[src/rtl/itrd_pkg.sv]
`timescale 1ns / 1ps
// itrd_pkg: constants, reciprocal table, state type and character mapping
// for the integer to radix text converter. No dependencies.
package itrd_pkg;

  localparam int unsigned VALUE_WIDTH = 32;
  localparam int unsigned RADIX_W     = 6;
  localparam int unsigned DIGIT_W     = 6;
  localparam int unsigned CHAR_W      = 7;
  localparam int unsigned COUNT_W     = $clog2(VALUE_WIDTH + 1);
  localparam int unsigned INDEX_W     = $clog2(VALUE_WIDTH);

  localparam logic [RADIX_W-1:0] RADIX_MIN = RADIX_W'(2);
  localparam logic [RADIX_W-1:0] RADIX_MAX = RADIX_W'(36);

  localparam logic [DIGIT_W-1:0] DEC_DIGITS = DIGIT_W'(10);
  localparam logic [CHAR_W-1:0]  CH_ZERO    = CHAR_W'(8'h30);
  localparam logic [CHAR_W-1:0]  CH_ALPHA   = CHAR_W'(8'h41);
  localparam logic [CHAR_W-1:0]  CH_MINUS   = CHAR_W'(8'h2D);

  localparam longint unsigned SCALE = 64'd1 << VALUE_WIDTH;

  // floor(2^VALUE_WIDTH / r) for each legal radix
  localparam logic [VALUE_WIDTH-1:0] RECIP_TABLE [2:36] = '{
    VALUE_WIDTH'(SCALE / 64'd2),  VALUE_WIDTH'(SCALE / 64'd3),  VALUE_WIDTH'(SCALE / 64'd4),
    VALUE_WIDTH'(SCALE / 64'd5),  VALUE_WIDTH'(SCALE / 64'd6),  VALUE_WIDTH'(SCALE / 64'd7),
    VALUE_WIDTH'(SCALE / 64'd8),  VALUE_WIDTH'(SCALE / 64'd9),  VALUE_WIDTH'(SCALE / 64'd10),
    VALUE_WIDTH'(SCALE / 64'd11), VALUE_WIDTH'(SCALE / 64'd12), VALUE_WIDTH'(SCALE / 64'd13),
    VALUE_WIDTH'(SCALE / 64'd14), VALUE_WIDTH'(SCALE / 64'd15), VALUE_WIDTH'(SCALE / 64'd16),
    VALUE_WIDTH'(SCALE / 64'd17), VALUE_WIDTH'(SCALE / 64'd18), VALUE_WIDTH'(SCALE / 64'd19),
    VALUE_WIDTH'(SCALE / 64'd20), VALUE_WIDTH'(SCALE / 64'd21), VALUE_WIDTH'(SCALE / 64'd22),
    VALUE_WIDTH'(SCALE / 64'd23), VALUE_WIDTH'(SCALE / 64'd24), VALUE_WIDTH'(SCALE / 64'd25),
    VALUE_WIDTH'(SCALE / 64'd26), VALUE_WIDTH'(SCALE / 64'd27), VALUE_WIDTH'(SCALE / 64'd28),
    VALUE_WIDTH'(SCALE / 64'd29), VALUE_WIDTH'(SCALE / 64'd30), VALUE_WIDTH'(SCALE / 64'd31),
    VALUE_WIDTH'(SCALE / 64'd32), VALUE_WIDTH'(SCALE / 64'd33), VALUE_WIDTH'(SCALE / 64'd34),
    VALUE_WIDTH'(SCALE / 64'd35), VALUE_WIDTH'(SCALE / 64'd36)
  };

  typedef enum logic [3:0] {
    ST_IDLE = 4'b0001,
    ST_MUL  = 4'b0010,
    ST_FIX  = 4'b0100,
    ST_EMIT = 4'b1000
  } state_e;

  function automatic logic [CHAR_W-1:0] digit_char(input logic [DIGIT_W-1:0] d);
    logic [CHAR_W-1:0] c;
    if (d < DEC_DIGITS) begin
      c = CH_ZERO + CHAR_W'(d);
    end else begin
      c = CH_ALPHA + CHAR_W'(d - DEC_DIGITS);
    end
    return c;
  endfunction

endpackage

[src/rtl/integer_to_radix_digits_core.sv]
`timescale 1ns / 1ps
// integer_to_radix_digits_core: signed integer to ASCII text in radix 2..36.
// Depends on itrd_pkg.
//
// A beat is taken when start_i is high and busy_o is low. The magnitude is
// split into digits least significant first by one shared multiplier: each
// digit is found in ST_MUL (multiply by a table reciprocal), then in ST_FIX
// (multiply the quotient back, subtract and correct by one). The text then
// leaves one character per cycle, sign first, on text_char_o/last_char_o
// marked by char_valid_o, which the receiver must take when shown. busy_o
// stays high from the accepted beat on and falls as the last character is shown.
module integer_to_radix_digits_core (
  input  logic                               clk_i,
  input  logic                               rst_ni,
  input  logic                               start_i,
  output logic                               busy_o,
  input  logic [itrd_pkg::VALUE_WIDTH-1:0]   value_i,
  input  logic [itrd_pkg::RADIX_W-1:0]       radix_i,
  output logic                               char_valid_o,
  output logic [itrd_pkg::CHAR_W-1:0]        text_char_o,
  output logic                               last_char_o
);
  import itrd_pkg::*;

  state_e                   state_q, state_d;
  logic [VALUE_WIDTH-1:0]   mag_q, mag_d;
  logic [VALUE_WIDTH-1:0]   recip_q;
  logic [VALUE_WIDTH-1:0]   prod_hi_q;
  logic [RADIX_W-1:0]       radix_q;
  logic                     neg_q, neg_d;
  logic [COUNT_W-1:0]       cnt_q, cnt_d;
  logic [DIGIT_W-1:0]       digits_q [VALUE_WIDTH];
  logic                     valid_q, valid_d;
  logic [CHAR_W-1:0]        char_q, char_d;
  logic                     last_q, last_d;

  logic [RADIX_W-1:0]       radix_clamp;
  logic [VALUE_WIDTH-1:0]   mul_a, mul_b;
  logic [2*VALUE_WIDTH-1:0] mul_p;
  logic [VALUE_WIDTH-1:0]   rem0;
  logic                     corr;
  logic [VALUE_WIDTH-1:0]   rem_fix;
  logic [DIGIT_W-1:0]       digit;
  logic [VALUE_WIDTH-1:0]   quot;
  logic [COUNT_W-1:0]       rd_cnt;
  logic                     accept;

  assign accept = start_i && (state_q == ST_IDLE);
  assign busy_o = (state_q != ST_IDLE);

  always_comb begin
    if (radix_i < RADIX_MIN) begin
      radix_clamp = RADIX_MIN;
    end else if (radix_i > RADIX_MAX) begin
      radix_clamp = RADIX_MAX;
    end else begin
      radix_clamp = radix_i;
    end
  end

  // shared multiplier: reciprocal step, then back-multiply step
  assign mul_a = (state_q == ST_MUL) ? mag_q : prod_hi_q;
  assign mul_b = (state_q == ST_MUL) ? recip_q : VALUE_WIDTH'(radix_q);
  assign mul_p = mul_a * mul_b;

  assign rem0    = mag_q - mul_p[VALUE_WIDTH-1:0];
  assign corr    = (rem0 >= VALUE_WIDTH'(radix_q));
  assign rem_fix = corr ? (rem0 - VALUE_WIDTH'(radix_q)) : rem0;
  assign digit   = rem_fix[DIGIT_W-1:0];
  assign quot    = prod_hi_q + VALUE_WIDTH'(corr);
  assign rd_cnt  = cnt_q - COUNT_W'(1);

  always_comb begin
    state_d = state_q;
    mag_d   = mag_q;
    neg_d   = neg_q;
    cnt_d   = cnt_q;
    valid_d = 1'b0;
    char_d  = char_q;
    last_d  = last_q;
    unique case (state_q)
      ST_IDLE: begin
        if (start_i) begin
          neg_d   = value_i[VALUE_WIDTH-1];
          mag_d   = value_i[VALUE_WIDTH-1] ? (~value_i + VALUE_WIDTH'(1)) : value_i;
          cnt_d   = '0;
          state_d = ST_MUL;
        end
      end
      ST_MUL: begin
        state_d = ST_FIX;
      end
      ST_FIX: begin
        mag_d = quot;
        cnt_d = cnt_q + COUNT_W'(1);
        if (quot == '0) begin
          state_d = ST_EMIT;
        end else begin
          state_d = ST_MUL;
        end
      end
      ST_EMIT: begin
        valid_d = 1'b1;
        if (neg_q) begin
          char_d = CH_MINUS;
          last_d = 1'b0;
          neg_d  = 1'b0;
        end else begin
          char_d = digit_char(digits_q[rd_cnt[INDEX_W-1:0]]);
          last_d = (rd_cnt == '0);
          cnt_d  = rd_cnt;
          if (rd_cnt == '0) begin
            state_d = ST_IDLE;
          end
        end
      end
      default: begin
        state_d = ST_IDLE;
      end
    endcase
  end

  always_ff @(posedge clk_i or negedge rst_ni) begin
    if (!rst_ni) begin
      state_q <= ST_IDLE;
      valid_q <= 1'b0;
      neg_q   <= 1'b0;
      cnt_q   <= '0;
    end else begin
      state_q <= state_d;
      valid_q <= valid_d;
      neg_q   <= neg_d;
      cnt_q   <= cnt_d;
    end
  end

  always_ff @(posedge clk_i) begin
    mag_q  <= mag_d;
    char_q <= char_d;
    last_q <= last_d;
    if (accept) begin
      radix_q <= radix_clamp;
      recip_q <= RECIP_TABLE[radix_clamp];
    end
    if (state_q == ST_MUL) begin
      prod_hi_q <= mul_p[2*VALUE_WIDTH-1:VALUE_WIDTH];
    end
    if (state_q == ST_FIX) begin
      digits_q[cnt_q[INDEX_W-1:0]] <= digit;
    end
  end

  assign char_valid_o = valid_q;
  assign text_char_o  = char_q;
  assign last_char_o  = last_q;

endmodule

[config.mk]
export PLATFORM = sky130hd
export DESIGN_NAME = integer_to_radix_digits_core
export DESIGN_NICKNAME = d
export VERILOG_FILES = /design/src/rtl/itrd_pkg.sv /design/src/rtl/integer_to_radix_digits_core.sv
export SDC_FILE = /design/constraint.sdc
export NUM_CORES = 2
export LEC_CHECK = 0
export ABC_AREA = 1
export BUFFER_PORTS_ARGS = -buffer_cell sky130_fd_sc_hd__buf_4
export CAP_MARGIN = 20
export CORE_ASPECT_RATIO = 0.8
export CORE_MARGIN = 4
export CORE_UTILIZATION = 55
export DETAILED_ROUTE_END_ITERATION = 10
export GPL_ROUTABILITY_DRIVEN = 0
export PLACE_DENSITY = 0.72
export SLEW_MARGIN = 20
export SYNTH_ARGS = -nofsm -noshare
export SYNTH_HDL_FRONTEND = slang
export SYNTH_SLANG_ARGS = --single-unit
[constraint.sdc]
create_clock -name clk_i -period 11.2 [get_ports clk_i]
set_input_delay 1.68 -clock clk_i [delete_from_list [all_inputs] [get_ports clk_i]]
set_output_delay 1.68 -clock clk_i [all_outputs]
set_load 0.005 [all_outputs]
# Word level (Yosys, flattened, before mapping)
# Memory sizes are Yosys's and may differ from the RTL's. A register that Yosys moved wholly into a read port is not among the register bits.
# Index checks and enable logic that the tools add are counted.
# totals
regBits	90
mem_bits_rw	192
mem_bits_ro	2048
mem_count	2
# memory_table
name	words	word_bits	read_ports	rd_clocked_by_memory_dff	wr	line	rtl
(name not given)	64	32	1	1	0	integer_to_radix_digits_core.sv:143	recip_q <= RECIP_TABLE[radix_clamp];
digits_q	32	6	1	0	1	integer_to_radix_digits_core.sv:32	logic [DIGIT_W-1:0] digits_q [VALUE_WIDTH];
# op_classes
add_sub_neg	9
multipliers	1
magnitude_cmp	4
n_eq_ne	8
muxes	22
bitwise_logic	2
reduce_logical	10
# ops
cell	count
32-bit two-way mux	4
32-bit by 32-bit multiplier with 64-bit output	1
32-bit one-hot mux with 2 select lines	1
32-bit by 1-bit adder with 32-bit output	1
32-bit by 1-bit adder with 32-bit output, second input constant	1
32-bit by 6-bit >= comparator with 1-bit output	1
32-bit zero test	1
32-bit NOT	1
32-bit subtractor	1
6-bit two-way mux	5
6-bit one-hot mux with 3 select lines	1
4-bit two-way mux	4
4-bit one-hot mux with 4 select lines	1
6-bit by 6-bit adder with 7-bit output, first input constant	1
7-bit adder, first input constant	1
7-bit two-way mux	1
6-bit NOT with 7-bit output	1
6-bit by 4-bit subtractor with 7-bit output, second input constant	1
6-bit by 1-bit adder with 6-bit output, second input constant	1
6-bit greater-than comparator, second input constant	1
6-bit zero test	1
6-bit by 2-bit < comparator with 1-bit output, second input constant	1
6-bit by 4-bit < comparator with 1-bit output, second input constant	1
2-bit != test, second input constant	3
14 further kinds	20

# Longest topological paths before layout
# logic_depth
ltp_word	9
mapped_depth	63
ltp_nobuf	62

# Least setup slack after synthesis
# OpenSTA, ideal clock, no wires.
# synth_timing
path_kind	register to register
from	register state_q[3]
to	register state_q[1]
arrival_time_ps	10417
required_time_ps	11079
slack_ps	661
path_stages_with_launch	58
n_path_buf	1
period_less_slack_ps	10539
cell_sequence	dfrtp_1 nor2_1 inv_2 nor3_4 clkbuf_1 nand2_1 o21ai_0 nand2_1 fa_1 inv_1 fa_1 inv_1 fa_1 fa_1 inv_1 fa_1 fa_1 fa_1 [22 not listed] nand3_1 nor2_1 nand3_1 ha_1 ha_1 nand2_1 nor2_1 nand2_1 nor2_2 nand4_1 nor2_1 xor2_1 nor2_1 nand2_1 nor2_1 nand3_1 nand2_1 nand2_1
# synth_between
elab_chain_len	9
elab_cells_between_ends	17
# synth_rtl
element	line	rtl
start, declared	integer_to_radix_digits_core.sv:25	state_e state_q, state_d;
start signal, assigned	integer_to_radix_digits_core.sv:130	state_q <= state_d;
4-bit by 2-bit equality test with 1-bit output	integer_to_radix_digits_core.sv:62, integer_to_radix_digits_core.sv:63, integer_to_radix_digits_core.sv:81	
32-bit two-way mux, on equally long branches	integer_to_radix_digits_core.sv:62, integer_to_radix_digits_core.sv:63	
32-bit by 32-bit multiplier with 64-bit output	integer_to_radix_digits_core.sv:64	assign mul_p = mul_a * mul_b;
32-bit subtractor	integer_to_radix_digits_core.sv:66	assign rem0 = mag_q - mul_p[VALUE_WIDTH-1:0];
32-bit by 6-bit >= comparator with 1-bit output	integer_to_radix_digits_core.sv:67	assign corr = (rem0 >= VALUE_WIDTH'(radix_q));
32-bit by 1-bit adder with 32-bit output	integer_to_radix_digits_core.sv:70	assign quot = prod_hi_q + VALUE_WIDTH'(corr);
32-bit zero test	integer_to_radix_digits_core.sv:96	if (quot == '0) begin
4-bit two-way mux	integer_to_radix_digits_core.sv:96	
4-bit one-hot mux with 4 select lines	integer_to_radix_digits_core.sv:81	unique case (state_q)
# Parallel ways exist; a longest one is shown, timed or not.
# A chain may end at the register's enable or synchronous reset.

# Worst setup path in the final report
# Ends and elaborated chain as after synthesis.

==> qor.yml <==
yosys:
  synth_top_area_share_pct: 35.1
  ys_async_sr_fraction_pct: 3.82
  synthTopCellsByCount: "1284 x inv_1, 1215 x nand2_1, 898 x fa_1, 846 x nor2_1, 327 x ha_1"
  ys_seq_area_share_pct: 18.3
  synth_cell_types: 66
  synth.most_common_cell: "inv_1"
  synth_flop_cell: "edfxtp_1"
  synth_fp_nets: 7400
  synth-edff-count: 302
  synthCells: 6134
  syn-cell-area_um2: 51300
  ys_top_cells_by_area: "fa_1 35%, edfxtp_1 18%, inv_1 9.4%, nand2_1 8.9%, ha_1 8.0%"
  ys_warn_count: 0
  postSynthRegisterBits: 314
  synth_top_cell_by_area: "fa_1"
  syn_avg_cell_area_um2: 8.36
timing:
  max_freq_ghz: 0.0894
  timing.final.crit_share_pct: 99.8
  maxSlewHeadroom_pct: 31.7
  drv_slew: 0
  hold_viol: 0
  period_needed_ns: 11.18
  tightest_slew_ns: 1.02
  clock_skew_ns: 0.0202
  finalSetupViolCount: 0
  rsz0062_at_grt: "true"
worst_hold_path:
  hold_path.class: "reg2reg"
floorplan:
  core_um2: 91800
  core.rowCount: 99
  fp.dieW_um: 349
  start_util_pct: 55.8
  die_area_um2: 98200
  die_h_um: 281
  io_pins: 51
clock_tree:
  cts_made_buffers: 30
  clk_path_buf_depth: 3
  cts_tree: "yes"
  clk_pin_slew_ns: 0.07
  clock-sinks: 314
  clockRootBuffer: "clkbuf_16"
  ctsHoldBuffers: 0
  clk_latency_ns: 0.59
  htreeDepth: 1
detailed_routing:
  drcViolationCount: 0
  drtIter0Drc: 6286
  detail_route.wl_per_cell_um: 24.1
  routed_wl_mm: 188
  firstDrtPassIters: 7
  vias_per_cell: 5.92
  num_vias: 46100
  ant_nets: 0
worst_setup_path:
  cp-end-kind: "register"
  slowest_delay_ns: 0.60
  required_ns: 11.69
  cp.arrival_ns: 11.67
  worstSetupStartpointType: "register"
  cp_max_fo: 7
  critPathKind: "reg2reg"
  slowest_stage: "fa_1"
layout:
  stdcell_area_um2: 58900
  area_growth_pct: 14.9
  layout.nets: 7818
  layout.cells.non_filler: 7792
  final_util_pct: 64.2
  layout-drive-gt1-share_pct: 14.9
global_routing:
  track_usage_pct: 38.0
  grt_overflow: 0
  grt_pass1_vias: 45200
  antenna_found_initial: 5
  grt_max_degree: 69
  grt_pass1_wl_mm: 278
run_status:
  status: "finished clean"
placement:
  postPlaceCellArea_um2: 56100
  place.port_buffers: 50
  placed_cells: 7677
  hpwl_mm: 154
job:
  drv_cap: 0
-- path summary, 6_finish.rpt --
check	from	to	slack [ns]	cells after the start
worst max-delay path	state_q[3]$_DFFE_PN0P_	state_q[1]$_DFFE_PN0P_	0.02	59
worst min-delay path	cnt_q[5]$_DFFE_PN0P_	cnt_q[5]$_DFFE_PN0P_	0.57	1
worst max register to register	state_q[3]$_DFFE_PN0P_	state_q[1]$_DFFE_PN0P_	0.02	59
worst min register to register	cnt_q[5]$_DFFE_PN0P_	cnt_q[5]$_DFFE_PN0P_	0.57	1
max in group asynchronous	rst_ni	state_q[0]$_DFFE_PN1P_	9.98	1
min in group asynchronous	rst_ni	state_q[1]$_DFFE_PN0P_	0.95	1
-- what timing repair did --
action	4_1_cts	5_1_grt
gates cloned	1	3
setup buffers	8	43
gates resized for setup	34	298
pin swaps	8	88
setup endpoints to repair	27	225
-- cell usage in the layout (no fill, tap or decap), types with 32 or more instances in the layout --
cell type  netlist  final
buf_4            5    530
inv_1         1284   1267
a21oi_2          3     35
fa_1           898    884
nand2_1       1215   1188
inv_2           28     42
xnor2_1         48     42
nor2_1         846    772
edfxtp_1       302    302
o211ai_1        38     38
o21ai_0        229    220
nand3_1        134    130
nand2_2         14     39
xor2_1          71     66
clkbuf_16        0     33
ha_1           327    292
a21oi_1        172    134
nor3_1          44     36
nand4_1         32     32
nor2_2          21     72
-- metal layers --
| metal | global-route usage, % | wire [um] | up-vias |
|---|---|---|---|
| met2 | 51.9 | 73100 | 3764 |
| met5 | 0 | 196 | - |
| li1 | - | - | 19500 |
| met4 | 17.5 | 12400 | 10 |
| met1 | 51.0 | 67400 | 22100 |
| met3 | 18.3 | 34600 | 746 |
-- cell type report --
class                   instances  area, um2
clock buffers                  36        783
diodes                          5       12.5
repair inverters                1       8.76
inverters                    1326       5000
fillers                      7494      32900
repair buffers                574       4650
multi-input cells            4305      37400
well taps                    1212       1520
flip-flops and latches        314       9370
clock inverters                19        185
-- stage by stage --
step / setup WS (ns) / hold slack, ns / TNS (ns)
4_1_cts: 0.0159 / 0.563 / 0
6_report: 0.0173 / 0.574 / 0
3_5_place_dp: -0.649 / 0.544 / -5.41
5_1_grt: -0.262 / 0.597 / -0.622
2_1_floorplan: 0.661 / 0.509 / 0
3_3_place_gp: -0.446 / 0.540 / -2.23
-- cell families after synthesis --
family	after synthesis	share of synthesized area, %
adders and majority gates	1225	43.0
DFF	314	18.3
xor gates and xnor gates	122	2.13
muxes	1	0.0195
and+or+nand+nor	2369	18.7
AOI/OAI and AO/OA	588	6.57
buffers and inverters	1515	11.3
-- worst max-delay path, delay by kind of cell, from the launching register on --
family / cells / cell delay, ns
AOI/OAI and AO/OA: 4 / 0.58
and+or+nand+nor: 26 / 3.15
xor gates and xnor gates: 2 / 0.48
buffers and inverters: 15 / 1.55
DFF: 1 / 0.39
adders and majority gates: 12 / 4.87
-- registers in the layout, summed over array words and instances, names as in the netlist, 4 cells and up --
register,cells
cnt_q,6
digits_q,192
mag_q,32
prod_hi_q,32
radix_q,6
recip_q,32
state_q,4
text_char_o,7
Power is left out: the tool's default activity adds up to more than one toggle a clock period on the data nets, which glitch-free logic cannot reach.
